===== src/tcl_pkg.sv =====
`timescale 1ns / 1ps
// Package: shared constants, codes and widths of the tilt car light pixel shader.
package tcl_pkg;

    localparam int COORD_W      = 8;
    localparam int ACCEL_W      = 16;
    localparam int FRAME_W      = 4;
    localparam int COLOR_W      = 8;
    localparam int BRIGHT_W     = 7;
    localparam int APB_ADDR_W   = 5;
    localparam int APB_DATA_W   = 32;
    localparam int REG_IDX_W    = 3;

    localparam int BAND_ROWS    = 13;
    localparam int EDGE_COLS    = 3;
    localparam int BLINK_PERIOD = 10;
    localparam int BLINK_ON     = 5;
    localparam int AMBER_GREEN  = 147;
    localparam int FULL_PERCENT = 100;

    localparam int DIVISOR_W    = COORD_W;
    localparam int DIVIDEND_W   = 14;
    localparam int DIV_STEPS    = BRIGHT_W;
    localparam int DIV_CNT_W    = $clog2(DIV_STEPS);
    localparam int DIV_SHIFT    = DIV_STEPS - 1;

    localparam logic KIND_FRAME = 1'b0;
    localparam logic KIND_PIXEL = 1'b1;

    localparam logic [REG_IDX_W-1:0] REG_GRID_WIDTH  = 3'd0;
    localparam logic [REG_IDX_W-1:0] REG_GRID_HEIGHT = 3'd1;
    localparam logic [REG_IDX_W-1:0] REG_FWD_THR     = 3'd2;
    localparam logic [REG_IDX_W-1:0] REG_BWD_THR     = 3'd3;
    localparam logic [REG_IDX_W-1:0] REG_LEFT_THR    = 3'd4;
    localparam logic [REG_IDX_W-1:0] REG_RIGHT_THR   = 3'd5;

    typedef enum logic [1:0] {
        TURN_LEFT     = 2'd0,
        TURN_STRAIGHT = 2'd1,
        TURN_RIGHT    = 2'd2
    } t_turn;

endpackage


===== src/tcl_if.sv =====
`timescale 1ns / 1ps
// Interfaces: pixel request channel and pixel color channel.
interface tcl_in_if;
    logic                                 valid;
    logic                                 ready;
    logic                                 kind;
    logic signed [tcl_pkg::ACCEL_W-1:0]   accel_x;
    logic signed [tcl_pkg::ACCEL_W-1:0]   accel_y;
    logic        [tcl_pkg::COORD_W-1:0]   pixel_col;
    logic        [tcl_pkg::COORD_W-1:0]   pixel_row;
    logic        [tcl_pkg::FRAME_W-1:0]   frame_index;

    modport source (
        output valid, kind, accel_x, accel_y, pixel_col, pixel_row, frame_index,
        input  ready
    );
    modport sink (
        input  valid, kind, accel_x, accel_y, pixel_col, pixel_row, frame_index,
        output ready
    );
endinterface

interface tcl_out_if;
    logic                             valid;
    logic                             ready;
    logic [tcl_pkg::COLOR_W-1:0]      red;
    logic [tcl_pkg::COLOR_W-1:0]      green;
    logic [tcl_pkg::COLOR_W-1:0]      blue;
    logic [tcl_pkg::BRIGHT_W-1:0]     brightness;
    logic                             brightness_set;

    modport source (
        output valid, red, green, blue, brightness, brightness_set,
        input  ready
    );
    modport sink (
        input  valid, red, green, blue, brightness, brightness_set,
        output ready
    );
endinterface


===== src/tcl_div.sv =====
`timescale 1ns / 1ps
// Serial restoring divider: one quotient bit per cycle through a shared subtractor.
module tcl_div (
    input  logic                                i_clk,
    input  logic                                i_rst_n,
    input  logic                                i_start,
    input  logic [tcl_pkg::DIVIDEND_W-1:0]      i_dividend,
    input  logic [tcl_pkg::DIVISOR_W-1:0]       i_divisor,
    output logic                                o_done,
    output logic [tcl_pkg::BRIGHT_W-1:0]        o_quotient
);

    logic                               r_busy;
    logic                               r_done;
    logic [tcl_pkg::DIV_CNT_W-1:0]      r_cnt;
    logic [tcl_pkg::DIVIDEND_W-1:0]     r_rem;
    logic [tcl_pkg::DIVIDEND_W-1:0]     r_dsor;
    logic [tcl_pkg::BRIGHT_W-1:0]       r_quo;
    logic                               w_ge;

    assign w_ge       = (r_rem >= r_dsor);
    assign o_done     = r_done;
    assign o_quotient = r_quo;

    always_ff @(posedge i_clk) begin
        if (!i_rst_n) begin
            r_busy <= 1'b0;
            r_done <= 1'b0;
            r_cnt  <= '0;
        end else begin
            r_done <= 1'b0;
            if (i_start) begin
                r_busy <= 1'b1;
                r_cnt  <= '0;
            end else if (r_busy) begin
                if (r_cnt == tcl_pkg::DIV_CNT_W'(tcl_pkg::DIV_STEPS - 1)) begin
                    r_busy <= 1'b0;
                    r_done <= 1'b1;
                end
                r_cnt <= r_cnt + 1'b1;
            end
        end
    end

    always_ff @(posedge i_clk) begin
        if (i_start) begin
            r_rem  <= i_dividend;
            r_dsor <= {i_divisor, {tcl_pkg::DIV_SHIFT{1'b0}}};
            r_quo  <= '0;
        end else if (r_busy) begin
            if (w_ge) begin
                r_rem <= r_rem - r_dsor;
            end
            r_quo  <= {r_quo[tcl_pkg::BRIGHT_W-2:0], w_ge};
            r_dsor <= r_dsor >> 1;
        end
    end

endmodule


===== src/tilt_car_light_pixel_shader_core.sv =====
`timescale 1ns / 1ps
// Top level: tilt car light pixel shader core with APB register port.
// A frame-start transaction updates the direction and turn state in the cycle it is
// accepted and yields no result. A pixel in the head or tail band is shaded
// combinationally, and its color is loaded into the output register at acceptance.
// A middle-row pixel is taken, the prep state forms the scaled distance and starts
// the bit-serial divider (one quotient bit per cycle), the quotient is picked up,
// and the output register is loaded once it is free; the input is not ready during
// that time. The input is ready only when the output register is empty or being
// emptied in the same cycle.
module tilt_car_light_pixel_shader_core (
    input  logic                                i_clk,
    input  logic                                i_rst_n,
    input  logic                                psel,
    input  logic                                penable,
    input  logic                                pwrite,
    input  logic [tcl_pkg::APB_ADDR_W-1:0]      paddr,
    input  logic [tcl_pkg::APB_DATA_W-1:0]      pwdata,
    output logic [tcl_pkg::APB_DATA_W-1:0]      prdata,
    output logic                                pready,
    tcl_in_if.sink                              i_px,
    tcl_out_if.source                           o_px
);

    typedef enum logic [3:0] {
        ST_IDLE = 4'b0001,
        ST_PREP = 4'b0010,
        ST_DIV  = 4'b0100,
        ST_DONE = 4'b1000
    } t_state;

    t_state                                 r_state;
    t_state                                 n_state;

    logic [tcl_pkg::COORD_W-1:0]            r_grid_width;
    logic [tcl_pkg::COORD_W-1:0]            r_grid_height;
    logic signed [tcl_pkg::ACCEL_W-1:0]     r_fwd_thr;
    logic signed [tcl_pkg::ACCEL_W-1:0]     r_bwd_thr;
    logic signed [tcl_pkg::ACCEL_W-1:0]     r_left_thr;
    logic signed [tcl_pkg::ACCEL_W-1:0]     r_right_thr;

    logic                                   r_fwd;
    tcl_pkg::t_turn                         r_turn;

    logic [tcl_pkg::COORD_W-1:0]            r_rows;
    logic [tcl_pkg::BRIGHT_W-1:0]           r_mag;
    logic                                   r_white;
    logic [tcl_pkg::BRIGHT_W-1:0]           r_bright;

    logic                                   r_out_valid;
    logic [tcl_pkg::COLOR_W-1:0]            r_out_red;
    logic [tcl_pkg::COLOR_W-1:0]            r_out_green;
    logic [tcl_pkg::COLOR_W-1:0]            r_out_blue;
    logic [tcl_pkg::BRIGHT_W-1:0]           r_out_bright;
    logic                                   r_out_bset;

    logic                                   w_cfg_wr;
    logic [tcl_pkg::REG_IDX_W-1:0]          w_reg_idx;
    logic                                   w_out_free;
    logic                                   w_accept;
    logic                                   w_frame_acc;
    logic                                   w_pixel_acc;
    logic [tcl_pkg::COORD_W:0]              w_row9;
    logic [tcl_pkg::COORD_W:0]              w_col9;
    logic                                   w_top_band;
    logic                                   w_band;
    logic                                   w_band_white;
    logic                                   w_edge;
    logic                                   w_blink_on;
    logic [tcl_pkg::COLOR_W-1:0]            w_band_red;
    logic [tcl_pkg::COLOR_W-1:0]            w_band_green;
    logic [tcl_pkg::COLOR_W-1:0]            w_band_blue;
    logic [tcl_pkg::COORD_W-1:0]            w_rows;
    logic [tcl_pkg::COORD_W-1:0]            w_z;
    logic signed [tcl_pkg::COORD_W:0]       w_p;
    logic [tcl_pkg::COORD_W:0]              w_mag9;
    logic                                   w_load_band;
    logic                                   w_load_mid;
    logic                                   w_div_start;
    logic [tcl_pkg::DIVIDEND_W-1:0]         w_dividend;
    logic                                   w_div_done;
    logic [tcl_pkg::BRIGHT_W-1:0]           w_quotient;

    assign pready    = 1'b1;
    assign w_cfg_wr  = psel && penable && pwrite && pready;
    assign w_reg_idx = paddr[tcl_pkg::APB_ADDR_W-1:2];

    always_comb begin
        prdata = '0;
        unique case (w_reg_idx)
            tcl_pkg::REG_GRID_WIDTH:  prdata = tcl_pkg::APB_DATA_W'(r_grid_width);
            tcl_pkg::REG_GRID_HEIGHT: prdata = tcl_pkg::APB_DATA_W'(r_grid_height);
            tcl_pkg::REG_FWD_THR:     prdata = tcl_pkg::APB_DATA_W'(r_fwd_thr);
            tcl_pkg::REG_BWD_THR:     prdata = tcl_pkg::APB_DATA_W'(r_bwd_thr);
            tcl_pkg::REG_LEFT_THR:    prdata = tcl_pkg::APB_DATA_W'(r_left_thr);
            tcl_pkg::REG_RIGHT_THR:   prdata = tcl_pkg::APB_DATA_W'(r_right_thr);
            default:                  prdata = '0;
        endcase
    end

    always_ff @(posedge i_clk) begin
        if (!i_rst_n) begin
            r_grid_width  <= tcl_pkg::COORD_W'(16);
            r_grid_height <= tcl_pkg::COORD_W'(60);
            r_fwd_thr     <= tcl_pkg::ACCEL_W'(6000);
            r_bwd_thr     <= -tcl_pkg::ACCEL_W'(6000);
            r_left_thr    <= tcl_pkg::ACCEL_W'(3000);
            r_right_thr   <= -tcl_pkg::ACCEL_W'(3000);
        end else if (w_cfg_wr) begin
            unique case (w_reg_idx)
                tcl_pkg::REG_GRID_WIDTH:  r_grid_width  <= pwdata[tcl_pkg::COORD_W-1:0];
                tcl_pkg::REG_GRID_HEIGHT: r_grid_height <= pwdata[tcl_pkg::COORD_W-1:0];
                tcl_pkg::REG_FWD_THR:     r_fwd_thr     <= pwdata[tcl_pkg::ACCEL_W-1:0];
                tcl_pkg::REG_BWD_THR:     r_bwd_thr     <= pwdata[tcl_pkg::ACCEL_W-1:0];
                tcl_pkg::REG_LEFT_THR:    r_left_thr    <= pwdata[tcl_pkg::ACCEL_W-1:0];
                tcl_pkg::REG_RIGHT_THR:   r_right_thr   <= pwdata[tcl_pkg::ACCEL_W-1:0];
                default: ;
            endcase
        end
    end

    assign w_out_free  = !r_out_valid || o_px.ready;
    assign i_px.ready  = (r_state == ST_IDLE) && w_out_free;
    assign w_accept    = i_px.valid && i_px.ready;
    assign w_frame_acc = w_accept && (i_px.kind == tcl_pkg::KIND_FRAME);
    assign w_pixel_acc = w_accept && (i_px.kind == tcl_pkg::KIND_PIXEL);

    // band and edge tests
    assign w_row9     = {1'b0, i_px.pixel_row};
    assign w_col9     = {1'b0, i_px.pixel_col};
    assign w_top_band = (i_px.pixel_row < tcl_pkg::COORD_W'(tcl_pkg::BAND_ROWS));
    assign w_band     = w_top_band
                     || ((w_row9 + (tcl_pkg::COORD_W+1)'(tcl_pkg::BAND_ROWS))
                         >= {1'b0, r_grid_height});
    assign w_band_white = w_top_band ? r_fwd : !r_fwd;
    assign w_edge = ((i_px.pixel_col < tcl_pkg::COORD_W'(tcl_pkg::EDGE_COLS))
                     && (r_turn == tcl_pkg::TURN_LEFT))
                 || (((w_col9 + (tcl_pkg::COORD_W+1)'(tcl_pkg::EDGE_COLS + 1))
                      > {1'b0, r_grid_width})
                     && (r_turn == tcl_pkg::TURN_RIGHT));
    assign w_blink_on = (i_px.frame_index < tcl_pkg::FRAME_W'(tcl_pkg::BLINK_ON))
                     || ((i_px.frame_index >= tcl_pkg::FRAME_W'(tcl_pkg::BLINK_PERIOD))
                         && (i_px.frame_index
                             < tcl_pkg::FRAME_W'(tcl_pkg::BLINK_PERIOD + tcl_pkg::BLINK_ON)));

    always_comb begin
        if (w_edge) begin
            w_band_red   = w_blink_on ? '1 : '0;
            w_band_green = w_blink_on ? tcl_pkg::COLOR_W'(tcl_pkg::AMBER_GREEN) : '0;
            w_band_blue  = '0;
        end else begin
            w_band_red   = '1;
            w_band_green = w_band_white ? '1 : '0;
            w_band_blue  = w_band_white ? '1 : '0;
        end
    end

    // middle-row distance from the split row
    assign w_rows = r_grid_height - tcl_pkg::COORD_W'(2 * tcl_pkg::BAND_ROWS);
    assign w_z    = i_px.pixel_row - tcl_pkg::COORD_W'(tcl_pkg::BAND_ROWS);
    assign w_p    = $signed({2'b00, w_rows[tcl_pkg::COORD_W-1:1]}) - $signed({1'b0, w_z});
    assign w_mag9 = w_p[tcl_pkg::COORD_W] ? 9'(-w_p) : 9'(w_p);

    assign w_load_band = w_pixel_acc && w_band;
    assign w_load_mid  = (r_state == ST_DONE) && w_out_free;
    assign w_div_start = (r_state == ST_PREP);
    assign w_dividend  = tcl_pkg::DIVIDEND_W'(r_mag) * tcl_pkg::DIVIDEND_W'(tcl_pkg::FULL_PERCENT);

    tcl_div u_div (
        .i_clk      (i_clk),
        .i_rst_n    (i_rst_n),
        .i_start    (w_div_start),
        .i_dividend (w_dividend),
        .i_divisor  (r_rows),
        .o_done     (w_div_done),
        .o_quotient (w_quotient)
    );

    always_comb begin
        n_state = r_state;
        unique case (r_state)
            ST_IDLE: if (w_pixel_acc && !w_band) n_state = ST_PREP;
            ST_PREP: n_state = ST_DIV;
            ST_DIV:  if (w_div_done) n_state = ST_DONE;
            ST_DONE: if (w_out_free) n_state = ST_IDLE;
            default: n_state = ST_IDLE;
        endcase
    end

    always_ff @(posedge i_clk) begin
        if (!i_rst_n) begin
            r_state     <= ST_IDLE;
            r_fwd       <= 1'b1;
            r_turn      <= tcl_pkg::TURN_STRAIGHT;
            r_out_valid <= 1'b0;
        end else begin
            r_state <= n_state;
            if (w_frame_acc) begin
                if (i_px.accel_y > r_fwd_thr) begin
                    r_fwd <= 1'b1;
                end else if (i_px.accel_y < r_bwd_thr) begin
                    r_fwd <= 1'b0;
                end
                if (i_px.accel_x < r_right_thr) begin
                    r_turn <= tcl_pkg::TURN_RIGHT;
                end else if (i_px.accel_x > r_left_thr) begin
                    r_turn <= tcl_pkg::TURN_LEFT;
                end else begin
                    r_turn <= tcl_pkg::TURN_STRAIGHT;
                end
            end
            if (w_load_band || w_load_mid) begin
                r_out_valid <= 1'b1;
            end else if (o_px.ready) begin
                r_out_valid <= 1'b0;
            end
        end
    end

    always_ff @(posedge i_clk) begin
        if (w_pixel_acc && !w_band) begin
            r_rows  <= w_rows;
            r_mag   <= w_mag9[tcl_pkg::BRIGHT_W-1:0];
            r_white <= (r_fwd == !w_p[tcl_pkg::COORD_W]);
        end
        if (w_div_done) begin
            r_bright <= w_quotient;
        end
        if (w_load_band) begin
            r_out_red    <= w_band_red;
            r_out_green  <= w_band_green;
            r_out_blue   <= w_band_blue;
            r_out_bright <= '0;
            r_out_bset   <= 1'b0;
        end else if (w_load_mid) begin
            r_out_red    <= '1;
            r_out_green  <= r_white ? '1 : '0;
            r_out_blue   <= r_white ? '1 : '0;
            r_out_bright <= r_bright;
            r_out_bset   <= 1'b1;
        end
    end

    assign o_px.valid          = r_out_valid;
    assign o_px.red            = r_out_red;
    assign o_px.green          = r_out_green;
    assign o_px.blue           = r_out_blue;
    assign o_px.brightness     = r_out_bright;
    assign o_px.brightness_set = r_out_bset;

`ifndef SYNTHESIS
    a_ready_idle: assert property (@(posedge i_clk) disable iff (!i_rst_n)
        i_px.ready |-> (r_state == ST_IDLE))
        else $error("input ready outside idle");
    a_div_done_state: assert property (@(posedge i_clk) disable iff (!i_rst_n)
        w_div_done |-> (r_state == ST_DIV))
        else $error("divider finished outside divide state");
    a_prep_to_div: assert property (@(posedge i_clk) disable iff (!i_rst_n)
        (r_state == ST_PREP) |=> (r_state == ST_DIV))
        else $error("prep did not advance to divide");
    a_mid_range: assert property (@(posedge i_clk) disable iff (!i_rst_n)
        (r_out_valid && r_out_bset)
            |-> (r_out_bright <= tcl_pkg::BRIGHT_W'(tcl_pkg::FULL_PERCENT)))
        else $error("brightness above full scale");
    a_band_zero: assert property (@(posedge i_clk) disable iff (!i_rst_n)
        (r_out_valid && !r_out_bset) |-> (r_out_bright == '0))
        else $error("band pixel with nonzero brightness");
`endif

endmodule


===== src/flat_wrapper.sv =====
// flat-port wrapper written by rule: the top's interface ports become plain ports
module tilt_car_light_pixel_shader_core_flat 
  (i_clk, i_rst_n, psel, penable, pwrite, paddr, pwdata, prdata, pready, i_px_valid, i_px_kind, i_px_accel_x, i_px_accel_y, i_px_pixel_col, i_px_pixel_row, i_px_frame_index, i_px_ready, o_px_valid, o_px_red, o_px_green, o_px_blue, o_px_brightness, o_px_brightness_set, o_px_ready);
  tcl_in_if i_px_i ();
  tcl_out_if o_px_i ();
  input  logic i_clk;
  input  logic i_rst_n;
  input  logic psel;
  input  logic penable;
  input  logic pwrite;
  input  logic [tcl_pkg::APB_ADDR_W-1:0] paddr;
  input  logic [tcl_pkg::APB_DATA_W-1:0] pwdata;
  output logic [tcl_pkg::APB_DATA_W-1:0] prdata;
  output logic pready;
  input wire logic [$bits(i_px_i.valid)-1:0] i_px_valid;
  input wire logic [$bits(i_px_i.kind)-1:0] i_px_kind;
  input wire logic [$bits(i_px_i.accel_x)-1:0] i_px_accel_x;
  input wire logic [$bits(i_px_i.accel_y)-1:0] i_px_accel_y;
  input wire logic [$bits(i_px_i.pixel_col)-1:0] i_px_pixel_col;
  input wire logic [$bits(i_px_i.pixel_row)-1:0] i_px_pixel_row;
  input wire logic [$bits(i_px_i.frame_index)-1:0] i_px_frame_index;
  output wire logic [$bits(i_px_i.ready)-1:0] i_px_ready;
  output wire logic [$bits(o_px_i.valid)-1:0] o_px_valid;
  output wire logic [$bits(o_px_i.red)-1:0] o_px_red;
  output wire logic [$bits(o_px_i.green)-1:0] o_px_green;
  output wire logic [$bits(o_px_i.blue)-1:0] o_px_blue;
  output wire logic [$bits(o_px_i.brightness)-1:0] o_px_brightness;
  output wire logic [$bits(o_px_i.brightness_set)-1:0] o_px_brightness_set;
  input wire logic [$bits(o_px_i.ready)-1:0] o_px_ready;
  assign i_px_i.valid = i_px_valid;
  assign i_px_i.kind = i_px_kind;
  assign i_px_i.accel_x = i_px_accel_x;
  assign i_px_i.accel_y = i_px_accel_y;
  assign i_px_i.pixel_col = i_px_pixel_col;
  assign i_px_i.pixel_row = i_px_pixel_row;
  assign i_px_i.frame_index = i_px_frame_index;
  assign i_px_ready = i_px_i.ready;
  assign o_px_valid = o_px_i.valid;
  assign o_px_red = o_px_i.red;
  assign o_px_green = o_px_i.green;
  assign o_px_blue = o_px_i.blue;
  assign o_px_brightness = o_px_i.brightness;
  assign o_px_brightness_set = o_px_i.brightness_set;
  assign o_px_i.ready = o_px_ready;
  tilt_car_light_pixel_shader_core u_core (.i_clk(i_clk), .i_rst_n(i_rst_n), .psel(psel), .penable(penable), .pwrite(pwrite), .paddr(paddr), .pwdata(pwdata), .prdata(prdata), .pready(pready), .i_px(i_px_i), .o_px(o_px_i));
endmodule

===== config.mk =====
export PLATFORM = sky130hd
export DESIGN_NAME = tilt_car_light_pixel_shader_core_flat
export DESIGN_NICKNAME = d
export VERILOG_FILES = /design/src/tcl_pkg.sv /design/src/tcl_if.sv /design/src/tcl_div.sv /design/src/tilt_car_light_pixel_shader_core.sv /design/src/flat_wrapper.sv
export SDC_FILE = /design/constraint.sdc
export NUM_CORES = 1
export LEC_CHECK = 0
export ABC_AREA = 1
export BUFFER_PORTS_ARGS = -buffer_cell sky130_fd_sc_hd__clkbuf_2
export CELL_PAD_IN_SITES_DETAIL_PLACEMENT = 1
export CELL_PAD_IN_SITES_GLOBAL_PLACEMENT = 1
export CORE_MARGIN = 1.5
export CORE_UTILIZATION = 35
export DETAILED_ROUTE_END_ITERATION = 16
export PLACE_DENSITY_LB_ADDON = 0.1
export SETUP_SLACK_MARGIN = 0.2
export SLEW_MARGIN = 20
export SYNTH_ARGS = -nofsm -noshare
export SYNTH_HDL_FRONTEND = slang
export SYNTH_SLANG_ARGS = --single-unit

===== constraint.sdc =====
create_clock -name i_clk -period 3.55 [get_ports i_clk]
set_input_delay 0.1775 -clock i_clk [delete_from_list [all_inputs] [get_ports i_clk]]
set_output_delay 0.1775 -clock i_clk [all_outputs]
set_load 0.02 [all_outputs]

==> impl_metrics.toml <==
[worst_setup_path]
path_max_fanout = 5
max_stage_delay_ns = 0.49
crit_slowest_cell = "fa_1"
crit_path_end_kind = "flop"
crit_required_ns = 3.75
arrival_ns = 3.16
crit_type = "reg2reg"
path_cells = "ha_1 > ha_1 > inv_1 > fa_1 > inv_1 > ha_1 > a21oi_1 > nand2_1 > nand4_1 > nand2_1 > xor2_1 > nand2_1 > nand2_1"
worst_path_most_repeated_cell = "nand2_1"
worst_setup_path_start_kind = "flop"

[global_routing]
grt_pass1_wl_mm = 49.50
antenna_found_initial = 0
grt_max_degree = 41
globalRouteOverflowTotal = 0
grt_pass1_vias = 9507
grtUsageTotal = 0.2016

[layout]
regArea_mm2 = 0.003704
num_antenna_cells = 0
nFillCells = 3778
area_growth_pct = 13.40
multi_input_area_mm2 = 0.005822
num-nets-final = 1710
drive_gt1_frac = 0.1490

[sta]
min_period_over_period = 0.8338
setup_tns_ns = 0
max-slew-margin-rel = 0.4601
worst_slew_pin_slew_ns = 0.8089
finalCriticalPeriod_ns = 2.960
final.setup.worst_slack_ns = 0.5901
rsz0062_at_grt = "false"
slew_violations = 0
finalSetupViolCount = 0
fmax_mhz = 337.9
hold_viol = 0
clock_skew_ns = 0.01555

[synthesis]
syn_inst = 1379
synth_top_area_frac = 0.2148
ys.warnings.count = 0
synth_edf_count = 46
ys_seq_elements = 162
syn_nets = 1612
yosys.cell_count.top_type = "nand2_1"
avgSynthCellArea_um2 = 7.838
yosys.cell_types.count = 48
synth_area_mm2 = 0.01081
yosysTopAreaCell = "dfxtp_1"
async_flop_share = 0
ys_seq_area_frac = 0.3426
synth.top_cells.by_count = "251 x nand2_1, 211 x inv_1, 138 x a21oi_1, 132 x ha_1, 116 x dfxtp_1"
synth_area_leaders = "dfxtp_1 21%, ha_1 15%, edfxtp_1 13%"
synth_ff_type = "dfxtp_1"

[floorplanning]
dieArea_mm2 = 0.03195
num_rows = 64
fp.coreArea_mm2 = 0.03051
start_util = 0.3543
pin_count = 164
die_y_um = 178.7
die_x_um = 178.7

[clock_network]
root_buffer = "clkbuf_16"
ctsHtreeMaxLevel = 4
post_cts_buffers = 0
cts.clk_slew.worst_paths_ns = 0.07
holdBufCountCts = 0
cts_tree = "yes"
cts_resized = 0
cts.sinks = 162
cts_buffer_depth = 2
cts-buffers-inserted = 17
clkLatencyLatePin_ns = 0.44

[hold_path]
worstHoldPathType = "in2reg"

[power_and_ir_drop]
p_leak_nw = 5.935
power_mw = 5.847
cellPowerDensity_mw_per_mm2 = 477.0
peakVddDrop_mv = 0.3196

[place]
dp_hpwl_mm = 25.03
place_ws_ns = 0.5903
portBuffers = 144
gp_congestion = 0.8546

[drt]
dr.pass1.iters = 4
antenna_left = 0
routedWlPerCell_um = 16.51
route.detailed.drc = 0
routed_wl_mm = 31.14
drt-initial-drc-count = 352
vias = 9345
via_per_inst = 4.955

[status]
run_status = "finished clean"

[flow_run]
maxCapViolations = 0
==> placed cells by master (no fill, tap or decap), types with 3 or more instances in the layout <==
master,Yosys,layout
a21o_1,3,3
a21oi_1,138,138
a21oi_2,3,3
a22oi_1,16,16
and3_1,3,3
buf_4,40,9
bufinv_16,0,3
clkbuf_16,0,17
clkbuf_2,0,144
dfxtp_1,116,116
edfxtp_1,46,46
fa_1,4,4
ha_1,132,132
inv_1,211,211
inv_2,10,10
inv_6,0,3
nand2_1,251,251
nand3_1,46,46
nand3_2,5,5
nand4_1,15,15
nor2_1,58,58
nor2_4,5,5
nor3_1,8,8
nor3_2,3,3
nor3_4,3,3
o211ai_1,28,28
o21a_1,3,3
o21ai_0,94,94
o21ai_1,12,12
o21bai_1,4,4
o221ai_1,8,7
o22ai_1,10,10
o31ai_1,8,8
xnor2_1,14,14
xor2_1,31,31
==> final cells by class <==
class | count | area share
Multi-Input combinational cell | 921 | 0.4749
Tap cell | 396 | 0.04042
Inverter | 222 | 0.06798
Timing Repair Buffer | 153 | 0.06431
Sequential cell | 162 | 0.3021
Clock buffer | 18 | 0.03583
Clock inverter | 14 | 0.01439
==> kinds of logic (layout without fill, tap and decap cells) <==
kind of cell / after synthesis / after routing / share of synthesized area
other: 1 / 1 / 0.0003469
and+or+nand+nor: 407 / 407 / 0.1660
buffers and inverters: 296 / 407 / 0.1193
DFF: 162 / 162 / 0.3426
adders and majority gates: 136 / 136 / 0.1602
xor gates and xnor gates: 46 / 46 / 0.03797
AOI/OAI and AO/OA: 331 / 331 / 0.1735
==> metal layers <==
layer | vias up | wire length, µm | GRT usage
met5 | - | 0 | 0
met2 | 119 | 15530 | 0.3637
met3 | 16 | 851 | 0.02757
met1 | 4436 | 14490 | 0.2551
met4 | 0 | 280 | 0.04063
li1 | 4774 | - | -
==> sequential cells by signal (all words and copies together), names as in the netlist, 2 cells and up <==
name	cells
u_core.r_left_thr	16
u_core.r_grid_height	8
u_core.r_right_thr	16
u_core.r_bwd_thr	16
u_core.r_mag	7
u_core.u_div.o_quotient	7
u_core.o_px.brightness	7
u_core.r_grid_width	8
u_core.u_div.r_cnt	3
u_core.r_fwd_thr	16
u_core.u_div.r_dsor	14
u_core.o_px.green	2
u_core.u_div.r_rem	14
u_core.r_bright	7
u_core.r_state	4
u_core.r_rows	8
u_core.r_turn	2
==> power breakdown <==
group          total [mW]  switching (mW)  internal, mW  leakage (nW)
Sequential           2.22           0.109          2.11          1.35
Combinational        1.66            1.07         0.594          4.28
Clock                1.97           0.831          1.14         0.300
Total                5.85            2.01          3.84          5.94
==> worst max-delay path, delay by kind of cell, from the launching register on <==
| kind | cells | cell delay, ns |
|---|---|---|
| AOI/OAI and AO/OA | 1 | 0.21 |
| buffers and inverters | 2 | 0.09 |
| DFF | 1 | 0.44 |
| and+or+nand+nor | 5 | 0.39 |
| xor gates and xnor gates | 1 | 0.15 |
| adders and majority gates | 4 | 1.44 |
==> worst paths after layout <==
path	slack, ns	endpoint	startpoint	cells after the start
hold / removal	0.03	u_core.r_right_thr[10]	pwdata[10]	3
hold reg to reg	0.43	u_core.r_bright[1]	u_core.u_div.o_quotient[1]	0
setup reg to reg	0.59	u_core.u_div.r_rem[13]	u_core.r_mag[3]	13
setup / recovery	0.59	u_core.u_div.r_rem[13]	u_core.r_mag[3]	13
==> through the flow <==
stage | utilization | instances | instance area, µm² | hold slack, ns
2_1_floorplan | - | 1379 | 10810 | 0.3039
3_3_place_gp | 0.3814 | 1854 | 11640 | 0.4241
3_5_place_dp | 0.3814 | 1854 | 11640 | 0.4176
4_1_cts | 0.4016 | 1886 | 12250 | 0.005336
5_1_grt | 0.4018 | 1886 | 12260 | 0.03062
6_report | 0.4018 | 1886 | 12260 | 0.02820
(Power assumes the default switching activity.)
